--- src/sv/asg_pkg.sv ---
// ----------------------------------------------------------------------------
// asg_pkg
// shared widths, register indexes and controller/datapath command types
// ----------------------------------------------------------------------------
package asg_pkg;

    localparam int TEMP_W     = 15;
    localparam int VAL_W      = 16;
    localparam int OX_W       = 7;
    localparam int OY_W       = 6;
    localparam int H_W        = 6;
    localparam int DIFF_W     = 16;
    localparam int NUM_W      = DIFF_W + H_W;
    localparam int Q_W        = 6;
    localparam int ROW_W      = 7;
    localparam int COL_W      = 8;
    localparam int STEP_W     = 3;
    localparam int CFG_IDX_W  = 2;
    localparam int CFG_DATA_W = 7;

    localparam logic [STEP_W-1:0] DIV_STEPS = STEP_W'(Q_W);
    localparam logic [VAL_W-1:0]  MARGIN    = VAL_W'(10);
    localparam logic [H_W-1:0]    H_RESET   = H_W'(32);

    localparam logic [CFG_IDX_W-1:0] REG_ORIGIN_X    = 2'd0;
    localparam logic [CFG_IDX_W-1:0] REG_ORIGIN_Y    = 2'd1;
    localparam logic [CFG_IDX_W-1:0] REG_PLOT_HEIGHT = 2'd2;

    typedef struct packed {
        logic push;
        logic scan_upd;
        logic start_draw;
        logic div_load;
        logic div_step;
        logic emit;
    } asg_cmd_t;

    typedef struct packed {
        logic first_sample;
        logic scan_done;
        logic div_done;
        logic last;
        logic out_free;
    } asg_status_t;

endpackage

--- src/sv/asg_in_if.sv ---
// ----------------------------------------------------------------------------
// asg_in_if
// sample request channel: valid, ready and the temperature payload
// ----------------------------------------------------------------------------
interface asg_in_if;
    import asg_pkg::*;

    logic                     valid;
    logic                     ready;
    logic signed [TEMP_W-1:0] temperature;

    modport source (output valid, output temperature, input ready);
    modport sink   (input valid, input temperature, output ready);
endinterface

--- src/sv/asg_out_if.sv ---
// ----------------------------------------------------------------------------
// asg_out_if
// span request channel: valid, ready and one column span
// ----------------------------------------------------------------------------
interface asg_out_if;
    import asg_pkg::*;

    logic             valid;
    logic             ready;
    logic [COL_W-1:0] column_x;
    logic [COL_W-1:0] span_top;
    logic [COL_W-1:0] span_bottom;
    logic             last_column;

    modport source (output valid, output column_x, output span_top, output span_bottom,
                    output last_column, input ready);
    modport sink   (input valid, input column_x, input span_top, input span_bottom,
                    input last_column, output ready);
endinterface

--- src/sv/asg_ram.sv ---
// ----------------------------------------------------------------------------
// asg_ram
// generic single write port, single read port ram with registered read
// ----------------------------------------------------------------------------
module asg_ram #(
    parameter int DATA_W = 16,
    parameter int DEPTH  = 64
) (
    input  logic                     clk,
    input  logic                     we,
    input  logic [$clog2(DEPTH)-1:0] waddr,
    input  logic [DATA_W-1:0]        wdata,
    input  logic [$clog2(DEPTH)-1:0] raddr,
    output logic [DATA_W-1:0]        rdata
);
    logic [DATA_W-1:0] mem [DEPTH];

    always_ff @(posedge clk)
    begin
        if (we)
        begin
            mem[waddr] <= wdata;
        end
        rdata <= mem[raddr];
    end
endmodule

--- src/sv/asg_ctrl.sv ---
// ----------------------------------------------------------------------------
// asg_ctrl
// sequencer: push, min/max scan, then per column divide and emit
// ----------------------------------------------------------------------------
module asg_ctrl (
    input  logic                 clk,
    input  logic                 rst_n,
    input  logic                 in_valid,
    output logic                 in_ready,
    input  asg_pkg::asg_status_t status,
    output asg_pkg::asg_cmd_t    cmd
);
    import asg_pkg::*;

    typedef enum logic [6:0] {
        S_IDLE     = 7'b0000001,
        S_SCAN_RD  = 7'b0000010,
        S_SCAN_UPD = 7'b0000100,
        S_DRAW_RD  = 7'b0001000,
        S_DIV_LOAD = 7'b0010000,
        S_DIV_RUN  = 7'b0100000,
        S_EMIT     = 7'b1000000
    } state_t;

    state_t state_reg;
    state_t state_next;

    assign in_ready = (state_reg == S_IDLE);

    always_comb
    begin
        state_next = state_reg;
        cmd        = '0;
        case (state_reg)
            S_IDLE:
            begin
                if (in_valid)
                begin
                    cmd.push   = 1'b1;
                    state_next = status.first_sample ? S_IDLE : S_SCAN_RD;
                end
            end
            S_SCAN_RD:
            begin
                if (status.scan_done)
                begin
                    cmd.start_draw = 1'b1;
                    state_next     = S_DRAW_RD;
                end
                else
                begin
                    state_next = S_SCAN_UPD;
                end
            end
            S_SCAN_UPD:
            begin
                cmd.scan_upd = 1'b1;
                state_next   = S_SCAN_RD;
            end
            S_DRAW_RD:
            begin
                state_next = S_DIV_LOAD;
            end
            S_DIV_LOAD:
            begin
                cmd.div_load = 1'b1;
                state_next   = S_DIV_RUN;
            end
            S_DIV_RUN:
            begin
                if (status.div_done)
                begin
                    state_next = S_EMIT;
                end
                else
                begin
                    cmd.div_step = 1'b1;
                end
            end
            S_EMIT:
            begin
                if (status.out_free)
                begin
                    cmd.emit   = 1'b1;
                    state_next = status.last ? S_IDLE : S_DRAW_RD;
                end
            end
            default:
            begin
                state_next = S_IDLE;
            end
        endcase
    end

    always_ff @(posedge clk or negedge rst_n)
    begin
        if (!rst_n)
        begin
            state_reg <= S_IDLE;
        end
        else
        begin
            state_reg <= state_next;
        end
    end
endmodule

--- src/sv/asg_datapath.sv ---
// ----------------------------------------------------------------------------
// asg_datapath
// history ring, config registers, min/max, row divider and span output stage
// ----------------------------------------------------------------------------
module asg_datapath #(
    parameter int WIDTH = 64
) (
    input  logic                             clk,
    input  logic                             rst_n,
    input  asg_pkg::asg_cmd_t                cmd,
    output asg_pkg::asg_status_t             status,
    input  logic signed [asg_pkg::TEMP_W-1:0] temperature,
    input  logic                             write_enable,
    input  logic [asg_pkg::CFG_IDX_W-1:0]    reg_index,
    input  logic [asg_pkg::CFG_DATA_W-1:0]   write_data,
    asg_out_if.source                        spans
);
    import asg_pkg::*;

    localparam int PTR_W = $clog2(WIDTH);
    localparam int CNT_W = $clog2(WIDTH);
    localparam logic [PTR_W-1:0] LAST_PTR = PTR_W'(WIDTH - 1);
    localparam logic [CNT_W-1:0] CNT_MAX  = CNT_W'(WIDTH - 1);
    localparam logic [COL_W-1:0] COL_BASE = COL_W'(WIDTH);

    logic [OX_W-1:0]         origin_x_reg;
    logic [OY_W-1:0]         origin_y_reg;
    logic [H_W-1:0]          height_reg;

    logic [CNT_W-1:0]        count_reg;
    logic [CNT_W-1:0]        n_reg;
    logic [CNT_W-1:0]        idx_reg;
    logic [PTR_W-1:0]        head_reg;
    logic [PTR_W-1:0]        ptr_reg;
    logic signed [VAL_W-1:0] hi_reg;
    logic signed [VAL_W-1:0] lo_reg;
    logic [DIFF_W-1:0]       den_reg;
    logic [DIFF_W-1:0]       rem_reg;
    logic [Q_W-1:0]          low_reg;
    logic [Q_W-1:0]          q_reg;
    logic [STEP_W-1:0]       step_reg;
    logic [ROW_W-1:0]        prev_reg;

    logic                    out_valid_reg;
    logic [COL_W-1:0]        column_reg;
    logic [COL_W-1:0]        top_reg;
    logic [COL_W-1:0]        bottom_reg;
    logic                    last_reg;

    logic [PTR_W-1:0]        head_dec;
    logic [PTR_W-1:0]        ptr_inc;
    logic [TEMP_W-1:0]       rdata;
    logic signed [VAL_W-1:0] rval;
    logic signed [VAL_W-1:0] sample_ext;
    logic [DIFF_W:0]         den_sum;
    logic [DIFF_W:0]         diff;
    logic [NUM_W-1:0]        num;
    logic [DIFF_W:0]         trial;
    logic                    qbit;
    logic [ROW_W-1:0]        q_ceil;
    logic [ROW_W-1:0]        y;
    logic [ROW_W-1:0]        top;
    logic [ROW_W-1:0]        bottom;

    assign head_dec   = (head_reg == '0) ? LAST_PTR : head_reg - 1'b1;
    assign ptr_inc    = (ptr_reg == LAST_PTR) ? '0 : ptr_reg + 1'b1;
    assign rval       = VAL_W'(signed'(rdata));
    assign sample_ext = VAL_W'(temperature);

    asg_ram #(
        .DATA_W (TEMP_W),
        .DEPTH  (WIDTH)
    ) u_history (
        .clk    (clk),
        .we     (cmd.push),
        .waddr  (head_dec),
        .wdata  (temperature),
        .raddr  (ptr_reg),
        .rdata  (rdata)
    );

    // scale setup and row arithmetic
    assign den_sum = (DIFF_W + 1)'({hi_reg[VAL_W-1], hi_reg} - {lo_reg[VAL_W-1], lo_reg})
                   + (DIFF_W + 1)'(2 * MARGIN);
    assign diff    = {rval[VAL_W-1], rval} - {lo_reg[VAL_W-1], lo_reg};
    assign num     = height_reg * diff[DIFF_W-1:0];
    assign trial   = {rem_reg, low_reg[Q_W-1]};
    assign qbit    = (trial >= {1'b0, den_reg});
    assign q_ceil  = {1'b0, q_reg} + ROW_W'(rem_reg != '0);
    assign y       = ROW_W'(origin_y_reg) + ROW_W'(height_reg) - q_ceil;

    always_comb
    begin
        top    = y;
        bottom = y;
        if (idx_reg != '0)
        begin
            if (y < prev_reg)
            begin
                bottom = prev_reg - 1'b1;
            end
            else if (y > prev_reg)
            begin
                top = prev_reg + 1'b1;
            end
        end
    end

    assign status.first_sample = (count_reg == '0);
    assign status.scan_done    = (idx_reg == n_reg);
    assign status.div_done     = (step_reg == DIV_STEPS);
    assign status.last         = ({1'b0, idx_reg} + 1'b1) == {1'b0, n_reg};
    assign status.out_free     = !out_valid_reg || spans.ready;

    assign spans.valid       = out_valid_reg;
    assign spans.column_x    = column_reg;
    assign spans.span_top    = top_reg;
    assign spans.span_bottom = bottom_reg;
    assign spans.last_column = last_reg;

    // config and control state
    always_ff @(posedge clk or negedge rst_n)
    begin
        if (!rst_n)
        begin
            origin_x_reg  <= '0;
            origin_y_reg  <= '0;
            height_reg    <= H_RESET;
            count_reg     <= '0;
            head_reg      <= '0;
            out_valid_reg <= 1'b0;
        end
        else
        begin
            if (write_enable)
            begin
                case (reg_index)
                    REG_ORIGIN_X:    origin_x_reg <= write_data[OX_W-1:0];
                    REG_ORIGIN_Y:    origin_y_reg <= write_data[OY_W-1:0];
                    REG_PLOT_HEIGHT: height_reg   <= write_data[H_W-1:0];
                    default:         ;
                endcase
            end
            if (cmd.push)
            begin
                head_reg  <= head_dec;
                count_reg <= (count_reg == CNT_MAX) ? count_reg : count_reg + 1'b1;
            end
            if (cmd.emit)
            begin
                out_valid_reg <= 1'b1;
            end
            else if (spans.ready)
            begin
                out_valid_reg <= 1'b0;
            end
        end
    end

    // working registers
    always_ff @(posedge clk)
    begin
        if (cmd.push)
        begin
            n_reg   <= count_reg;
            idx_reg <= CNT_W'(1);
            ptr_reg <= (head_dec == LAST_PTR) ? '0 : head_dec + 1'b1;
            hi_reg  <= sample_ext;
            lo_reg  <= sample_ext;
        end
        if (cmd.scan_upd)
        begin
            if (rval > hi_reg)
            begin
                hi_reg <= rval;
            end
            if (rval < lo_reg)
            begin
                lo_reg <= rval;
            end
            idx_reg <= idx_reg + 1'b1;
            ptr_reg <= ptr_inc;
        end
        if (cmd.start_draw)
        begin
            den_reg <= den_sum[DIFF_W-1:0];
            lo_reg  <= lo_reg - MARGIN;
            idx_reg <= '0;
            ptr_reg <= head_reg;
        end
        if (cmd.div_load)
        begin
            rem_reg  <= num[NUM_W-1:Q_W];
            low_reg  <= num[Q_W-1:0];
            q_reg    <= '0;
            step_reg <= '0;
        end
        if (cmd.div_step)
        begin
            rem_reg  <= qbit ? DIFF_W'(trial - {1'b0, den_reg}) : trial[DIFF_W-1:0];
            low_reg  <= {low_reg[Q_W-2:0], 1'b0};
            q_reg    <= {q_reg[Q_W-2:0], qbit};
            step_reg <= step_reg + 1'b1;
        end
        if (cmd.emit)
        begin
            column_reg <= COL_W'(origin_x_reg) + COL_BASE - COL_W'(idx_reg);
            top_reg    <= COL_W'(top);
            bottom_reg <= COL_W'(bottom);
            last_reg   <= status.last;
            prev_reg   <= y;
            idx_reg    <= idx_reg + 1'b1;
            ptr_reg    <= ptr_inc;
        end
    end
endmodule

--- src/sv/autoscaled_scrolling_graph.sv ---
// ----------------------------------------------------------------------------
// autoscaled_scrolling_graph
// pushes a temperature sample into a history and draws the autoscaled
// window as one vertical span per column
// ----------------------------------------------------------------------------
//  channel   dir  payload                                          handshake
//  samples   in   temperature                                      valid/ready
//  spans     out  column_x, span_top, span_bottom, last_column     valid/ready
//  config    in   reg_index, write_data                            write_enable
//
//  one sample with a window of n entries runs a min/max scan (a read and an update
//  state per entry), then per column a ram read, divider load, a six-step restoring
//  divide and the emit; the next sample is accepted only after the last column;
//  n is at most WIDTH - 1; the history ram has one read port
//  the first sample after reset is stored and yields no span
//  history ram needs no clearing; reset zeroes fill count and origins, height = 32
//  a stalled span holds the sequencer in its emit state
// ----------------------------------------------------------------------------
module autoscaled_scrolling_graph #(
    parameter int WIDTH = 64
) (
    input  logic                            clk,
    input  logic                            rst_n,
    asg_in_if.sink                          samples,
    asg_out_if.source                       spans,
    input  logic                            write_enable,
    input  logic [asg_pkg::CFG_IDX_W-1:0]   reg_index,
    input  logic [asg_pkg::CFG_DATA_W-1:0]  write_data
);
    import asg_pkg::*;

    asg_cmd_t    cmd;
    asg_status_t status;
    logic        in_ready;

    assign samples.ready = in_ready;

    asg_ctrl u_ctrl (
        .clk      (clk),
        .rst_n    (rst_n),
        .in_valid (samples.valid),
        .in_ready (in_ready),
        .status   (status),
        .cmd      (cmd)
    );

    asg_datapath #(
        .WIDTH (WIDTH)
    ) u_datapath (
        .clk          (clk),
        .rst_n        (rst_n),
        .cmd          (cmd),
        .status       (status),
        .temperature  (samples.temperature),
        .write_enable (write_enable),
        .reg_index    (reg_index),
        .write_data   (write_data),
        .spans        (spans)
    );
endmodule

--- src/flat_wrapper.sv ---
// flat-port wrapper written by rule: the top's interface ports become plain ports
module autoscaled_scrolling_graph_flat import asg_pkg::*;
#(
    parameter int WIDTH = 64
)
  (clk, rst_n, write_enable, reg_index, write_data, samples_valid, samples_temperature, samples_ready, spans_valid, spans_column_x, spans_span_top, spans_span_bottom, spans_last_column, spans_ready);
  asg_in_if samples_i ();
  asg_out_if spans_i ();
  input  logic clk;
  input  logic rst_n;
  input  logic write_enable;
  input  logic [asg_pkg::CFG_IDX_W-1:0] reg_index;
  input  logic [asg_pkg::CFG_DATA_W-1:0] write_data;
  input wire logic [$bits(samples_i.valid)-1:0] samples_valid;
  input wire logic [$bits(samples_i.temperature)-1:0] samples_temperature;
  output wire logic [$bits(samples_i.ready)-1:0] samples_ready;
  output wire logic [$bits(spans_i.valid)-1:0] spans_valid;
  output wire logic [$bits(spans_i.column_x)-1:0] spans_column_x;
  output wire logic [$bits(spans_i.span_top)-1:0] spans_span_top;
  output wire logic [$bits(spans_i.span_bottom)-1:0] spans_span_bottom;
  output wire logic [$bits(spans_i.last_column)-1:0] spans_last_column;
  input wire logic [$bits(spans_i.ready)-1:0] spans_ready;
  assign samples_i.valid = samples_valid;
  assign samples_i.temperature = samples_temperature;
  assign samples_ready = samples_i.ready;
  assign spans_valid = spans_i.valid;
  assign spans_column_x = spans_i.column_x;
  assign spans_span_top = spans_i.span_top;
  assign spans_span_bottom = spans_i.span_bottom;
  assign spans_last_column = spans_i.last_column;
  assign spans_i.ready = spans_ready;
  autoscaled_scrolling_graph #(.WIDTH(WIDTH)) u_core (.clk(clk), .rst_n(rst_n), .samples(samples_i), .spans(spans_i), .write_enable(write_enable), .reg_index(reg_index), .write_data(write_data));
endmodule
--- config.mk ---
export PLATFORM = sky130hd
export DESIGN_NAME = autoscaled_scrolling_graph_flat
export DESIGN_NICKNAME = d
export VERILOG_FILES = /design/src/sv/asg_pkg.sv /design/src/sv/asg_in_if.sv /design/src/sv/asg_out_if.sv /design/src/sv/asg_ram.sv /design/src/sv/asg_ctrl.sv /design/src/sv/asg_datapath.sv /design/src/sv/autoscaled_scrolling_graph.sv /design/src/flat_wrapper.sv
export SDC_FILE = /design/constraint.sdc
export NUM_CORES = 2
export LEC_CHECK = 0
export BUFFER_PORTS_ARGS = -buffer_cell sky130_fd_sc_hd__buf_2
export CORE_MARGIN = 3
export CORE_UTILIZATION = 65
export CTS_BUF_LIST = sky130_fd_sc_hd__clkbuf_4 sky130_fd_sc_hd__clkbuf_8
export DETAILED_ROUTE_END_ITERATION = 16
export PLACE_DENSITY = 0.81
export RECOVER_POWER = 50
export SETUP_SLACK_MARGIN = 0.5
export SYNTH_ARGS = -nofsm -noshare
export SYNTH_HDL_FRONTEND = slang
export SYNTH_SLANG_ARGS = --single-unit
--- constraint.sdc ---
create_clock -name clk -period 7.7 [get_ports clk]
set_input_delay 0.77 -clock clk [delete_from_list [all_inputs] [get_ports clk]]
set_output_delay 0.77 -clock clk [all_outputs]
set_load 0.005 [all_outputs]
# Word level (Yosys, flattened, before mapping)
# Memories as Yosys holds them, arrays and structs flattened. A register that Yosys moved wholly into a read port is not among the register bits.
# Cells that the tools add are included.
[word_totals]
regBits = 166
ram_bits = 960
inputBits = 29
elab_cells = 136
n_memories = 1
[memory_table]
columns = ["name", "depth", "word_bits", "read_ports", "rd_clocked_by_memory_dff", "write_ports", "line_no", "source"]
rows = [
  ["u_core.u_datapath.u_history.mem", 64, 15, 1, 1, 1, "asg_ram.sv:16", "logic [DATA_W-1:0] mem [DEPTH];"],
]
[classes]
n_addsub = 19
n_mul = 1
magnitude_cmp = 5
n_eq_ne = 18
n_mux = 53
bitwise = 1
reduce_logical = 15
[op_table]
columns = ["cell", "count"]
rows = [
  ["16-bit 2-to-1 mux", 10],
  ["6-bit 2-to-1 mux", 15],
  ["7-bit 2-to-1 mux", 8],
  ["7-bit case mux with 7 select lines", 1],
  ["16-bit subtractor", 2],
  ["6-bit by 1-bit adder with 6-bit output, second input constant", 4],
  ["6-bit by 16-bit multiplier with 22-bit output", 1],
  ["6-bit equality test, second input constant", 3],
  ["17-bit by 16-bit >= comparator with 1-bit output", 1],
  ["16-bit by 5-bit adder with 16-bit output, second input constant", 1],
  ["15-bit by 16-bit > comparator with 1-bit output", 1],
  ["15-bit by 16-bit less-than comparator with 1-bit output", 1],
  ["16-bit nonzero test", 1],
  ["15-bit by 16-bit subtractor with 16-bit output", 1],
  ["16-bit by 4-bit subtractor with 16-bit output, second input constant", 1],
  ["1-bit 2-to-1 mux", 14],
  ["6-bit logical NOT", 2],
  ["7-bit by 7-bit adder with 8-bit output, second input constant", 1],
  ["4-bit 2-to-1 mux", 2],
  ["2-bit AND reduction", 4],
  ["8-bit by 6-bit subtractor with 8-bit output", 1],
  ["6-bit by 1-bit adder with 7-bit output", 1],
  ["6-bit by 1-bit adder with 7-bit output, second input constant", 1],
  ["6-bit by 6-bit adder with 7-bit output", 1],
  ["31 further kinds", 34],
]

# Longest topological paths before layout
[depth]
depth_word = 8
ltp_mapped = 25

# Modules after synthesis
# Synthesis repeated with hierarchy kept, for this count alone.
[hier_totals]
hier_cells = 3156
area_unflattened_um2 = 51469.4
[by_module_without_submodules]
columns = ["module", "n_inst", "cells_each", "area_per_inst_um2"]
rows = [
  ["asg_ram", 1, 1638, 37189.4],
  ["asg_datapath", 1, 1463, 13787.0],
  ["asg_ctrl", 1, 55, 493.0],
]

# Least setup slack after synthesis
# No wires, ideal clock.
[synth_timing]
kind = "register -> register"
start = "register u_core.u_datapath.lo_reg[6]"
end = "register u_core.u_datapath.rem_reg[12] (data pin)"
setup_ps = 268
t_arrival_ps = 5283
slack_ps = 2149
stages_incl_launch_ff = 24
n_path_buf = 2
synth_period_minus_slack_ps = 5551
path_cell_list = "dfxtp_1 -> clkbuf_1 -> inv_1 -> ha_1 -> or4_1 -> o2111ai_1 -> a21oi_2 -> a21o_1 -> a21oi_1 -> xnor2_1 -> and2_1 -> fa_1 -> fa_1 -> inv_1 -> fa_1 -> inv_1 -> ha_1 -> buf_1 -> nand3_1 -> o31ai_1 -> nor4_1 -> nor3_1 -> xnor2_1 -> mux2i_1"
[synth_between]
elab_chain_cells = 4
[synth_rtl]
columns = ["element", "line_no", "source"]
rows = [
  ["from (decl)", "asg_datapath.sv:36", "logic signed [VAL_W-1:0] lo_reg;"],
  ["from (signal assigned)", "asg_datapath.sv:169", "lo_reg <= sample_ext;"],
  ["from (signal assigned)", "asg_datapath.sv:179", "lo_reg <= rval;"],
  ["from (signal assigned)", "asg_datapath.sv:187", "lo_reg <= lo_reg - MARGIN;"],
  ["15-bit by 16-bit subtractor with 16-bit output", "asg_datapath.sv:85", "assign diff = {rval[VAL_W-1], rval} - {lo_reg[VAL_W-1], lo_reg};"],
  ["6-bit by 16-bit multiplier with 22-bit output", "asg_datapath.sv:86", "assign num = height_reg * diff[DIFF_W-1:0];"],
  ["16-bit 2-to-1 mux", "asg_datapath.sv:191", "if (cmd.div_load)"],
  ["16-bit 2-to-1 mux", "asg_datapath.sv:198", "if (cmd.div_step)"],
  ["to (signal assigned)", "asg_datapath.sv:193", "rem_reg <= num[NUM_W-1:Q_W];"],
  ["to (signal assigned)", "asg_datapath.sv:200", "rem_reg <= qbit ? DIFF_W'(trial - {1'b0, den_reg}) : trial[DIFF_W-1:0];"],
  ["to (decl)", "asg_datapath.sv:38", "logic [DIFF_W-1:0] rem_reg;"],
]
# No other way between the ends. The select of a mux whose other input is x is not followed.
# A chain may end at the register's enable or synchronous reset.

# Worst setup path in the final report
[layout_timing]
start = "register u_core.u_datapath.lo_reg[1]"
end = "register u_core.u_datapath.rem_reg[15] (data pin)"
# Same word-level chain as after synthesis.

==> run summary <==
Proportion of layout cells with a drive suffix above 1 -> 0.171
Slew headroom -> -1.52
Routed vias/inst -> 6.45
Final Util -> 0.724
Pre-Repair DR Iteration Count -> 9
Reg2reg start -> u_core.u_datapath.lo_reg[1]
Worst hold path class -> primary input to flip-flop
Largest area contributor in the netlist -> edfxtp_1
Cell Area, Synth -> 0.0520 mm2
Vias in the first global route -> 32000
Total GRT Usage -> 0.305
Worst Hold Launch -> write_data[6]
Reg2Reg Setup Slack -> 1.37 ns
Starting DRC count in detailed routing -> 3545
CTS Hold Bufs -> 0
TritonCTS clock tree -> built
Die area -> 0.0834 mm2
IO buf count -> 53
Die height -> 289 um
WHS Path Cells -> 2
# DRC -> 0
HPWL after detailed placement -> 79.5 mm
Clock Sinks -> 1141
Most used DFF post-synth -> edfxtp_1
CP endpoint kind -> flip-flop
Final hold viol count -> 0
Final Net Count -> 3889
Setup Fix Bufs, Post-CTS -> 0
Largest register FFs -> 960
Top cells by area, synth -> edfxtp_1, mux4_2, mux2i_1
Final min period -> 6.33 ns
Fin Hold WS -> 0.185 ns
Most Crowded Layer GR -> met2
R2R cell count -> 23
WHS Endpoint -> u_core.u_datapath.origin_x_reg[6]
Met3 GRT Util -> 0.0659
GR Util met2 -> 0.493
Reg clk slew, reported paths -> 0.06 ns
Reg with most FFs -> u_core.u_datapath.u_history.mem
Fin crit share -> 0.822
Root Driver -> clkbuf_8
Flops & latches, synth -> 1141
IO Pins -> 56
Gp weighted congestion -> 0.892
Post_cts resized -> 0
Sequential area share after synthesis -> 0.646
Wire per inst -> 25.8 um
Total number of vias -> 31300
Maximum fanout along the worst path -> 6
Starting density of the core -> 0.657
Count of cell types in the netlist -> 78
H-tree depth -> 4
Post-Place Cells -> 4515
Site row count -> 103
Initial antenna violation count -> 2
Reg2Reg Capture Point -> u_core.u_datapath.rem_reg[15]
Post-Synthesis Cells -> 3463
Crit Path Class -> flip-flop to flip-flop
Top cells by count, synth -> edfxtp_1, inv_1, mux2i_1, a21oi_1, nand2_1
Gr ovfl total -> 0
Post-route setup TNS -> 0 ns
RSZ-0062 raised after global routing -> false
Global-route wire length before repair -> 190 mm
Clock latency on the worst-skew pair -> 0.83 ns
Area Overhead vs Synth -> 10.2%
Slew @ Worst Pin -> 3.78 ns
Top cell type's share of synthesized area -> 0.609
Met1 Use GR -> 0.406
Req. time, crit path -> 8.38 ns
Count leader, synth -> edfxtp_1
Num CTS Buffers -> 176
Largest net degree at the start of global routing -> 124
Max Slew Vio Count -> 1077
CTS max path bufs -> 3
Critical path data arrival time -> 7.01 ns
Core region area -> 0.0791 mm2
Fraction of registers with async set/reset -> 0.0342
# fillers -> 4792
# setup viols final -> 0
Mapped Avg Cell Area -> 15.0 um2
EDFF count, synth -> 1055
FMAX -> 158 MHz
ANT nets after route -> 0
CP Launch Type -> flip-flop
Syn. warnings -> 0
Clock skew -> 0.0432 ns
Total length of routed wires -> 125 mm
Finished Layout Cells -> 4845
Die X -> 289 um
Failing checks -> capacitance limit, slew limit
MaxCap Viol Count -> 18
Status -> finished, violations left
==> stage by stage <==
step           setup slack [ns]  area [um2]
2_1_floorplan              2.15       52000
3_3_place_gp               1.69       53700
6_report                   1.37       57300
4_1_cts                    1.50       57400
3_5_place_dp               1.51       53700
5_1_grt                   0.958       57300
==> how the worst max path moves through the flow <==
| stage | end | slack (ns) | depth (start not counted) | startpoint |
|---|---|---|---|---|
| CTS | u_core.u_datapath.rem_reg[15] | 1.50 | 23 | u_core.u_datapath.lo_reg[1] |
| floorplan | u_core.u_datapath.rem_reg[12] | 2.15 | 23 | u_core.u_datapath.lo_reg[6] |
| detailed placement | u_core.u_datapath.rem_reg[15] | 1.51 | 23 | u_core.u_datapath.lo_reg[1] |
| global route | u_core.u_datapath.rem_reg[12] | 0.96 | 24 | u_core.u_datapath.lo_reg[1] |
| global placement | u_core.u_datapath.rem_reg[15] | 1.69 | 23 | u_core.u_datapath.lo_reg[1] |
| finish | u_core.u_datapath.rem_reg[15] | 1.37 | 23 | u_core.u_datapath.lo_reg[1] |
==> per-layer routing <==
metal,up-vias,wire (um)
met5,-,13
met4,2,5310
met3,323,11600
met2,1777,60800
met1,15500,47200
li1,13600,-
==> area by class of cell <==
type                       count  area (um2)  area share
timing repair buffer         152         925      0.0161
inverter                     206         773      0.0135
antenna                        1        2.50   0.0000437
tap                         1050        1310      0.0229
sequential                  1141       33600       0.586
multi-input combinational   1966       17000       0.296
clock buffer                 239        2910      0.0509
clock inverter                90         786      0.0137
==> cell usage in the layout, fill, tap and decap left out, types with 11 or more instances in the layout <==
cell and count:
o21a_1 15, buf_2 29, buf_4 76, a211oi_1 11, or3_1 11, dfrtp_1 37
mux2i_1 202, inv_1 204, nand2b_1 21, ha_1 149, clkbuf_4 60, o22ai_1 67
nand2_1 179, xor2_1 21, nor2_1 154, mux4_2 135, clkinv_2 19, nor3_1 44
o221ai_1 63, xnor2_1 86, clkbuf_1 45, o21ai_0 138, bufinv_16 11, fa_1 68
a21oi_1 189, mux2_2 85, nand4_1 16, edfxtp_1 1055, dfxtp_1 47, nand3_1 33
a21o_1 21, clkinv_1 45, nor4_1 13, a31oi_1 17, and2_1 69, clkbuf_8 179
nor2b_1 19, o2111ai_1 12
==> critical path, stage by stage, from the launching register on <==
cell and delay (ns):
dfxtp_1 0.45, inv_1 0.13, ha_1 0.31, nor2b_1 0.15, o2111ai_1 0.35, nand2_1 0.12, o21ai_0 0.16, nand2b_1 0.07
a21oi_1 0.17, xnor2_1 0.26, and2_1 0.21, fa_1 0.44, fa_1 0.56, inv_1 0.06, fa_1 0.48, inv_1 0.04
ha_1 0.33, a211o_1 0.36, o221ai_1 0.23, a21boi_0 0.22, o41ai_2 0.45, o221ai_1 0.26, o31a_1 0.33, nand3_1 0.08
==> cell families (layout without fill, tap and decap cells) <==
family / after synthesis / count (layout) / share of synthesized area
adder cells (fa/ha/maj): 217 / 217 / 0.0620
AND/OR/NAND/NOR: 614 / 614 / 0.0570
AO/OA/AOI/OAI: 600 / 600 / 0.0723
other: 1 / 3 / 0.0000721
flip-flops: 1141 / 1141 / 0.646
buffers and inverters: 357 / 687 / 0.0275
multiplexers: 426 / 426 / 0.117
XOR/XNOR: 107 / 107 / 0.0180
Power is not shown: default switching activity piles up to over one toggle a cycle in this logic, so the estimate is an artifact.
